[src/hdl/lane_split_montgomery_multiplier_core_defines.svh]
// Assertion macros for the lane-split Montgomery multiplier.
// Included by the top level; relies on a clock named i_clk and reset i_rst_n.
`ifndef LANE_SPLIT_MONTGOMERY_MULTIPLIER_CORE_DEFINES_SVH
`define LANE_SPLIT_MONTGOMERY_MULTIPLIER_CORE_DEFINES_SVH

// Checked only while the block is out of reset.
`define LSMM_ASSERT(label, prop, msg) \
    label: assert property (@(posedge i_clk) disable iff (!i_rst_n) prop) else $error(msg);

// Checked at every edge, reset included.
`define LSMM_ASSERT_ALWAYS(label, prop, msg) \
    label: assert property (@(posedge i_clk) prop) else $error(msg);

`endif

[src/hdl/lsmm_pkg.sv]
// Shared constants, types and register codes of the lane-split Montgomery multiplier.
// No dependencies; imported by every module of the block.
package lsmm_pkg;

    localparam int LANES      = 2;
    localparam int LANE_BITS  = 8;
    localparam int OP_BITS    = LANE_BITS - 2;
    localparam int WORD_BITS  = 16;
    localparam int SUM_BITS   = LANE_BITS - 1;
    // Lanes that overlap the word; lanes wholly above it never matter.
    localparam int USED_LANES = (LANES * LANE_BITS > WORD_BITS) ?
                                (WORD_BITS + LANE_BITS - 1) / LANE_BITS : LANES;
    localparam int PAD_BITS   = USED_LANES * LANE_BITS;
    // One cell per iteration: pre-pass then main pass.
    localparam int CELLS      = 2 * OP_BITS;
    localparam int MOD_BITS   = 4;
    localparam int CFG_IDX_W  = 2;
    localparam int CFG_DATA_W = 4;

    typedef enum logic [CFG_IDX_W-1:0] {
        CFG_MODULUS   = 2'd0,
        CFG_R_SQUARED = 2'd1,
        CFG_FULL      = 2'd2,
        CFG_REDUCE    = 2'd3
    } t_cfg_idx;

    typedef logic [SUM_BITS-1:0] t_sum;
    typedef logic [OP_BITS-1:0]  t_op;

    // Everything one cell hands to the next, for all lanes at once.
    typedef struct packed {
        t_sum [USED_LANES-1:0]   p;
        t_sum [USED_LANES-1:0]   q;
        t_op  [USED_LANES-1:0]   ap;
        t_op  [USED_LANES-1:0]   aq;
        logic [USED_LANES-1:0]   c;
        t_op  [USED_LANES-1:0]   bv;
        t_op  [USED_LANES-1:0]   keep_a;
        t_op  [USED_LANES-1:0]   keep_b;
    } t_cell;

endpackage

[src/hdl/lsmm_cell.sv]
// One Montgomery iteration for every lane, registered, with its own flow control.
// Depends on lsmm_pkg.
module lsmm_cell
    import lsmm_pkg::*;
(
    input  logic                i_clk,
    input  logic                i_rst_n,
    input  logic [MOD_BITS-1:0] i_modulus,
    input  logic                i_valid,
    input  t_cell               i_data,
    output logic                o_ready,
    output logic                o_valid,
    output t_cell               o_data,
    input  logic                i_ready
);

    logic                  r_valid;
    t_cell                 r_data;
    t_cell                 n_data;
    logic [LANE_BITS-1:0]  w_mod;
    logic [LANE_BITS-1:0]  w_z1    [USED_LANES];
    logic [LANE_BITS-1:0]  w_s1    [USED_LANES];
    logic [LANE_BITS-1:0]  w_q1    [USED_LANES];
    logic [LANE_BITS-1:0]  w_z2    [USED_LANES];
    logic [LANE_BITS-1:0]  w_s2    [USED_LANES];
    logic [LANE_BITS-1:0]  w_cy2   [USED_LANES];
    logic [LANE_BITS-1:0]  w_cy1   [USED_LANES];
    logic [LANE_BITS-1:0]  w_p     [USED_LANES];
    logic [LANE_BITS-1:0]  w_q     [USED_LANES];
    logic                  w_abit  [USED_LANES];

    assign w_mod = LANE_BITS'(i_modulus);

    // Serial A bit, add B when set, add the modulus when odd, then halve.
    // Both adds stay in carry-save form and drop any carry out of the lane.
    always_comb begin
        n_data = i_data;
        for (int l = 0; l < USED_LANES; l++) begin
            w_p[l]    = LANE_BITS'(i_data.p[l]);
            w_q[l]    = LANE_BITS'(i_data.q[l]);
            w_abit[l] = i_data.ap[l][0] ^ i_data.aq[l][0] ^ i_data.c[l];
            n_data.c[l] = (i_data.ap[l][0] & i_data.aq[l][0]) |
                          (i_data.c[l] & (i_data.ap[l][0] ^ i_data.aq[l][0]));
            w_z1[l]  = w_abit[l] ? LANE_BITS'(i_data.bv[l]) : '0;
            w_s1[l]  = w_p[l] ^ w_q[l] ^ w_z1[l];
            w_cy1[l] = (w_p[l] & w_q[l]) | (w_p[l] & w_z1[l]) | (w_q[l] & w_z1[l]);
            w_q1[l]  = {w_cy1[l][LANE_BITS-2:0], 1'b0};
            w_z2[l]  = w_s1[l][0] ? w_mod : '0;
            w_s2[l]  = w_s1[l] ^ w_q1[l] ^ w_z2[l];
            w_cy2[l] = (w_s1[l] & w_q1[l]) | (w_s1[l] & w_z2[l]) | (w_q1[l] & w_z2[l]);
            n_data.p[l]  = w_s2[l][LANE_BITS-1:1];
            n_data.q[l]  = w_cy2[l][LANE_BITS-2:0];
            n_data.ap[l] = i_data.ap[l] >> 1;
            n_data.aq[l] = i_data.aq[l] >> 1;
        end
    end

    // A stage moves on when it is empty or its own beat is being taken.
    assign o_ready = !r_valid || i_ready;

    always_ff @(posedge i_clk) begin
        if (!i_rst_n) begin
            r_valid <= 1'b0;
        end else if (o_ready) begin
            r_valid <= i_valid;
        end
    end

    always_ff @(posedge i_clk) begin
        if (o_ready && i_valid) begin
            r_data <= n_data;
        end
    end

    assign o_valid = r_valid;
    assign o_data  = r_data;

endmodule

[src/hdl/lsmm_out.sv]
// Output stage: resolves the carry-save pair per lane, optional subtract, result register.
// Depends on lsmm_pkg.
module lsmm_out
    import lsmm_pkg::*;
(
    input  logic                 i_clk,
    input  logic                 i_rst_n,
    input  logic [MOD_BITS-1:0]  i_modulus,
    input  logic                 i_reduce,
    input  logic                 i_valid,
    input  t_cell                i_data,
    output logic                 o_ready,
    output logic                 o_valid,
    output logic [WORD_BITS-1:0] o_data,
    input  logic                 i_ready
);

    logic                  r_valid;
    logic [WORD_BITS-1:0]  r_data;
    logic [WORD_BITS-1:0]  n_data;
    logic [PAD_BITS-1:0]   w_pad;
    logic [LANE_BITS-1:0]  w_sum [USED_LANES];
    logic [LANE_BITS-1:0]  w_mod;

    assign w_mod = LANE_BITS'(i_modulus);

    // Lane result is P + Q modulo the lane, less the modulus once if asked.
    always_comb begin
        w_pad = '0;
        for (int l = 0; l < USED_LANES; l++) begin
            w_sum[l] = LANE_BITS'(i_data.p[l]) + LANE_BITS'(i_data.q[l]);
            if (i_reduce && (w_sum[l] >= w_mod)) begin
                w_sum[l] = w_sum[l] - w_mod;
            end
            w_pad[l*LANE_BITS +: LANE_BITS] = w_sum[l];
        end
        n_data = WORD_BITS'(w_pad);
    end

    assign o_ready = !r_valid || i_ready;

    always_ff @(posedge i_clk) begin
        if (!i_rst_n) begin
            r_valid <= 1'b0;
        end else if (o_ready) begin
            r_valid <= i_valid;
        end
    end

    always_ff @(posedge i_clk) begin
        if (o_ready && i_valid) begin
            r_data <= n_data;
        end
    end

    assign o_valid = r_valid;
    assign o_data  = r_data;

endmodule

[src/hdl/lane_split_montgomery_multiplier_core.sv]
// Top level of the lane-split radix-2 Montgomery multiplier.
// Depends on lsmm_pkg, lsmm_cell, lsmm_out and the assertion macro header.
//
// The block takes one beat per clock unless held by back-pressure, and returns one result
// beat for each, in order, through a chain of 2*OP_BITS cells, one Montgomery iteration each
// (the first OP_BITS form the R^2 pre-pass of full mode), followed by the output register.
// Every stage has its own valid bit, so bubbles close up and a new beat is taken while a
// finished result waits at the output; input ready drops only when the whole chain is full
// and the output is stalled. Registers are written through the plain write port and must
// change only while no beat is in flight.
`include "lane_split_montgomery_multiplier_core_defines.svh"

module lane_split_montgomery_multiplier_core
    import lsmm_pkg::*;
(
    input  logic                    i_clk,
    input  logic                    i_rst_n,
    // Configuration write port.
    input  logic                    i_cfg_wen,
    input  logic [CFG_IDX_W-1:0]    i_cfg_idx,
    input  logic [CFG_DATA_W-1:0]   i_cfg_data,
    // Input stream: [15:0] a_lanes, [31:16] b_lanes.
    input  logic                    s_axis_tvalid,
    output logic                    s_axis_tready,
    input  logic [2*WORD_BITS-1:0]  s_axis_tdata,
    // Output stream: [15:0] product_lanes.
    output logic                    m_axis_tvalid,
    input  logic                    m_axis_tready,
    output logic [WORD_BITS-1:0]    m_axis_tdata
);

    logic [MOD_BITS-1:0] r_modulus;
    logic [MOD_BITS-1:0] r_r_squared;
    logic                r_full;
    logic                r_reduce;

    logic                w_valid [CELLS+1];
    logic                w_ready [CELLS+1];
    t_cell               w_data  [CELLS+1];
    t_cell               w_entry;
    t_cell               w_join;
    logic [PAD_BITS-1:0] w_a_pad;
    logic [PAD_BITS-1:0] w_b_pad;

    // Configuration registers.
    always_ff @(posedge i_clk) begin
        if (!i_rst_n) begin
            r_modulus   <= MOD_BITS'(15);
            r_r_squared <= MOD_BITS'(1);
            r_full      <= 1'b1;
            r_reduce    <= 1'b0;
        end else if (i_cfg_wen) begin
            unique case (t_cfg_idx'(i_cfg_idx))
                CFG_MODULUS:   r_modulus   <= i_cfg_data[MOD_BITS-1:0];
                CFG_R_SQUARED: r_r_squared <= i_cfg_data[MOD_BITS-1:0];
                CFG_FULL:      r_full      <= i_cfg_data[0];
                CFG_REDUCE:    r_reduce    <= i_cfg_data[0];
                default:       r_full      <= r_full;
            endcase
        end
    end

    assign w_a_pad = PAD_BITS'(s_axis_tdata[WORD_BITS-1:0]);
    assign w_b_pad = PAD_BITS'(s_axis_tdata[2*WORD_BITS-1:WORD_BITS]);

    // Pre-pass entry: A = a, B = R^2 mod m; a and b ride along for the main pass.
    always_comb begin
        w_entry = '0;
        for (int l = 0; l < USED_LANES; l++) begin
            w_entry.keep_a[l] = w_a_pad[l*LANE_BITS +: OP_BITS];
            w_entry.keep_b[l] = w_b_pad[l*LANE_BITS +: OP_BITS];
            w_entry.ap[l]     = w_a_pad[l*LANE_BITS +: OP_BITS];
            w_entry.bv[l]     = OP_BITS'(r_r_squared);
        end
    end

    // Main-pass entry: A comes from the pre-pass pair in full mode, else straight from a.
    always_comb begin
        w_join = w_data[OP_BITS];
        for (int l = 0; l < USED_LANES; l++) begin
            w_join.p[l]  = '0;
            w_join.q[l]  = '0;
            w_join.c[l]  = 1'b0;
            w_join.bv[l] = w_data[OP_BITS].keep_b[l];
            w_join.ap[l] = r_full ? w_data[OP_BITS].p[l][OP_BITS-1:0]
                                  : w_data[OP_BITS].keep_a[l];
            w_join.aq[l] = r_full ? w_data[OP_BITS].q[l][OP_BITS-1:0] : '0;
        end
    end

    assign w_valid[0]    = s_axis_tvalid;
    assign w_data[0]     = w_entry;
    assign s_axis_tready = w_ready[0];

    // Chain of iteration cells.
    for (genvar j = 0; j < CELLS; j++) begin : g_cell
        lsmm_cell u_cell (
            .i_clk     (i_clk),
            .i_rst_n   (i_rst_n),
            .i_modulus (r_modulus),
            .i_valid   (w_valid[j]),
            .i_data    ((j == OP_BITS) ? w_join : w_data[j]),
            .o_ready   (w_ready[j]),
            .o_valid   (w_valid[j+1]),
            .o_data    (w_data[j+1]),
            .i_ready   (w_ready[j+1])
        );
    end

    lsmm_out u_out (
        .i_clk     (i_clk),
        .i_rst_n   (i_rst_n),
        .i_modulus (r_modulus),
        .i_reduce  (r_reduce),
        .i_valid   (w_valid[CELLS]),
        .i_data    (w_data[CELLS]),
        .o_ready   (w_ready[CELLS]),
        .o_valid   (m_axis_tvalid),
        .o_data    (m_axis_tdata),
        .i_ready   (m_axis_tready)
    );

    // Input back-pressure only ever comes from a full chain behind a held result.
    `LSMM_ASSERT(a_stall_needs_result, !s_axis_tready |-> m_axis_tvalid, "input stalled with no result waiting")
    // An accepted beat always lands in the first cell.
    `LSMM_ASSERT(a_accept_lands, s_axis_tvalid && s_axis_tready |=> w_valid[1], "accepted beat lost at first cell")
    // Reset leaves no result pending.
    `LSMM_ASSERT_ALWAYS(a_reset_empty, !i_rst_n |=> !m_axis_tvalid, "result valid after reset")

endmodule
[config.mk]
export PLATFORM = sky130hd
export DESIGN_NAME = lane_split_montgomery_multiplier_core
export DESIGN_NICKNAME = d
export VERILOG_FILES = /design/src/hdl/lsmm_pkg.sv /design/src/hdl/lsmm_cell.sv /design/src/hdl/lsmm_out.sv /design/src/hdl/lane_split_montgomery_multiplier_core.sv
export VERILOG_INCLUDE_DIRS = /design/src /design/src/hdl
export SDC_FILE = /design/constraint.sdc
export NUM_CORES = 1
export LEC_CHECK = 0
export ABC_AREA = 1
export BUFFER_PORTS_ARGS = -buffer_cell sky130_fd_sc_hd__buf_2
export CAP_MARGIN = 5
export CORE_MARGIN = 2
export CORE_UTILIZATION = 60
export DETAILED_ROUTE_END_ITERATION = 8
export GPL_ROUTABILITY_DRIVEN = 1
export HOLD_SLACK_MARGIN = 0.06
export PLACE_DENSITY = 0.86
export SETUP_SLACK_MARGIN = 0.15
export SLEW_MARGIN = 20
export SYNTH_ARGS = -nofsm -noshare
export SYNTH_HDL_FRONTEND = slang
export SYNTH_SLANG_ARGS = --single-unit
[constraint.sdc]
create_clock -name i_clk -period 4.3 [get_ports i_clk]
set_clock_uncertainty 0.15 [all_clocks]
set_input_delay 0.215 -clock i_clk [delete_from_list [all_inputs] [get_ports i_clk]]
set_output_delay 0.215 -clock i_clk [all_outputs]
set_load 0.01 [all_outputs]
==> impl_metrics.json <==
{
  "drtAntennaViolNets": 0,
  "synth_nets": 1816,
  "place_inst": 2118,
  "hold-path-cell-count": 2,
  "cts_sinks": 545,
  "rows": 72,
  "avgSynthCellArea_um2": 15.1,
  "grt_max_degree": 49,
  "r2r_cells": 14,
  "yosys.area.top_type_share_pct": 66.9,
  "globalplace.congestion": 0.851,
  "overflow": 0,
  "synth_cells": 1549,
  "synth_ff_type": "edfxtp_1",
  "instances_no_fill": 2263,
  "slew_headroom_pct": 35.9,
  "fin_crit_ps": 3130,
  "clkSlewWorstSetupHoldPaths_ps": 60,
  "wl_per_cell_um": 18.0,
  "dr.pass1.iters": 6,
  "max_slew.worst_pin.slew_ps": 955,
  "clock_path_buffers": 3,
  "yosys_warnings": 0,
  "die_area_mm2": 0.0407,
  "portBuffers": 52,
  "finalWirelength_mm": 40.8,
  "drt-initial-drc-count": 630,
  "final_hold_viol_count": 0,
  "yosys.area_share.adder_pct": 17.1,
  "total_power_mw": 11.2,
  "maxCapViolations": 0,
  "ys_ff_latch": 545,
  "yosys.area_share.simple_pct": 6.35,
  "synth_compound_area_share_pct": 1.14,
  "antenna_cells": 0,
  "dpl-instance-area_mm2": 0.0244,
  "cts_tree": "done",
  "fmax_mhz": 319,
  "min_from": "s_axis_tdata[10]",
  "die_h_um": 202,
  "rsz0062_at_grt": "false",
  "drc": 0,
  "hp-class": "primary input to flip-flop",
  "root_buffer": "clkbuf_16",
  "synth_area_leaders": "edfxtp_1 67%, fa_1 14%, inv_1 5.3%",
  "synth_top_family_by_area": "adder cells",
  "peakVddDrop_uv": 364,
  "async_reset_ff_share_pct": 0,
  "r2r_start": "g_cell[11].u_cell.o_data[71]",
  "seq_area_frac_synth_pct": 68.8,
  "power.leakage_nw": 11.1,
  "final_common_cell": "edfxtp_1",
  "vias_per_cell": 5.15,
  "final_cell_mix": "522 x edfxtp_1, 333 x inv_1, 232 x nand2_1",
  "cts_made_buffers": 53,
  "start_util_pct": 60.6,
  "syn_area_mm2": 0.0234,
  "setup-violations-final": 0,
  "num_vias": 11644,
  "htree_levels": 2,
  "core_area_mm2": 0.0386,
  "path_max_fanout": 10,
  "fillers": 2324,
  "synth_xor_area_share_pct": 0.555,
  "powerDensity_mw_per_mm2": 419,
  "synth-edff-count": 522,
  "drive_gt1_share_pct": 9.63,
  "final.setup.tns_ps": 0,
  "synthMuxAreaShare_pct": 0.384,
  "finalCritPeriodShare_pct": 72.9,
  "grtUsageTotal_pct": 20.7,
  "arrival_ps": 3330,
  "ctsResizeCount": 0,
  "synth.distinct_cells": 32,
  "num_io_pins": 61,
  "antenna_found_initial": 1,
  "final_nets": 1970,
  "grt_pass1_vias": 12872,
  "grt_first_pass_wirelength_mm": 64.7,
  "syn_to_final_growth_pct": 13.9,
  "yosysTopAreaCell": "edfxtp_1",
  "critPathLaunchType": "flip-flop",
  "hpwlAfterDp_mm": 25.8,
  "drv_slew": 0,
  "clock_latency_ps": 600,
  "reg2reg_slack_ps": 1170,
  "status": "finished clean",
  "timing.rr.end": "u_out.o_data[9]",
  "final_area_mm2": 0.0267,
  "setup.worst_path.end_class": "flip-flop",
  "fp.dieW_um": 202,
  "crit_type": "flip-flop to flip-flop",
  "holdPathEnd": "g_cell[0].u_cell.o_data[20]",
  "critPathRequiredTime_ps": 4490
}
## critical path, stage by stage (launching register included)
cell and delay (ps):
edfxtp_1 370, ha_1 380, a21o_1 210, a31oi_1 170
xor2_1 170, inv_1 80, ha_1 340, a21oi_1 130
o21ai_0 170, nor2_2 190, nand4_1 150, nand2_2 210
inv_2 70, nand2_1 70, nand2_1 50
## how the worst max path moves through the flow
stage	from	end	slack, ps
finish	g_cell[11].u_cell.o_data[71]	u_out.o_data[9]	1170
global route	g_cell[11].u_cell.o_data[71]	u_out.o_data[13]	910
CTS	g_cell[11].u_cell.o_data[85]	u_out.o_data[9]	1190
detailed placement	g_cell[11].u_cell.o_data[71]	u_out.o_data[9]	1220
global placement	g_cell[11].u_cell.o_data[71]	u_out.o_data[13]	1320
floorplan	u_out.o_valid	g_cell[0].u_cell.o_data[0]	760
## power by group
group	leakage (nW)	switching [mW]	internal (mW)
combinational	5.32	0.346	0.224
sequential	4.97	0.0638	5.97
clock	0.829	1.92	2.66
## logic make-up after synthesis
family / after synthesis
compound gates: 49
buf+inv: 348
mux: 8
fa+ha+maj: 224
xor+xnor: 14
flops: 545
simple gates: 361
## sequential cells by signal, summed over array words and instances (netlist names)
register               flops
r_reduce                   1
g_cell.u_cell.o_valid     12
u_out.o_valid              1
g_cell.u_cell.o_data     506
u_out.o_data              16
r_modulus                  4
r_r_squared                4
r_full                     1
## cell usage after synthesis, types with 2 or more instances
library cell  number
fa_1             162
nor2_4             4
ha_1              62
nand3_1           13
o21ai_0           16
clkbuf_1          10
buf_1              2
nand4_1            9
o211ai_1           5
nand2_2            4
dfxtp_1           23
a31oi_1            3
xor2_1             7
mux2_2             8
inv_1            334
a21oi_1           23
nor3_1             3
nor2_1            88
edfxtp_1         522
nand2_1          232
nor2_2             3
xnor2_1            6
## metal layers
metal	part of all wire [%]	wire (µm)	global-route usage, %	up-vias
met5	0	0	0	-
met4	4.4	1790	9.35	0
met3	5.1	2070	4.41	139
met2	57	23400	39.8	366
met1	33	13600	21.5	5771
li1	-	-	-	5368
## timing repair
item / CTS / global route
setup endpoints to repair: 0 / 0
buffers inserted: 0 / 0
hold buffers: 44 / 0
hold endpoints to repair: 54 / 0
## area by class of cell
cell class	instances	area, µm²	share of cell area [%]
well taps	518	648	2.43
inverters	335	1260	4.71
multi-input cells	656	6060	22.7
clock inverters	28	312	1.17
repair buffers	112	878	3.29
flip-flops and latches	545	16100	60.4
clock buffers	69	1410	5.27
## per-stage QoR
step | setup WS, ps | util, % | hold WS, ps
2_1_floorplan | 759 | - | 164
3_3_place_gp | 1320 | 63.3 | 242
3_5_place_dp | 1220 | 63.3 | 243
4_1_cts | 1190 | 68.8 | 144
5_1_grt | 910 | 69.1 | 150
6_report | 1170 | 69.1 | 173
(Power assumes the default switching activity.)
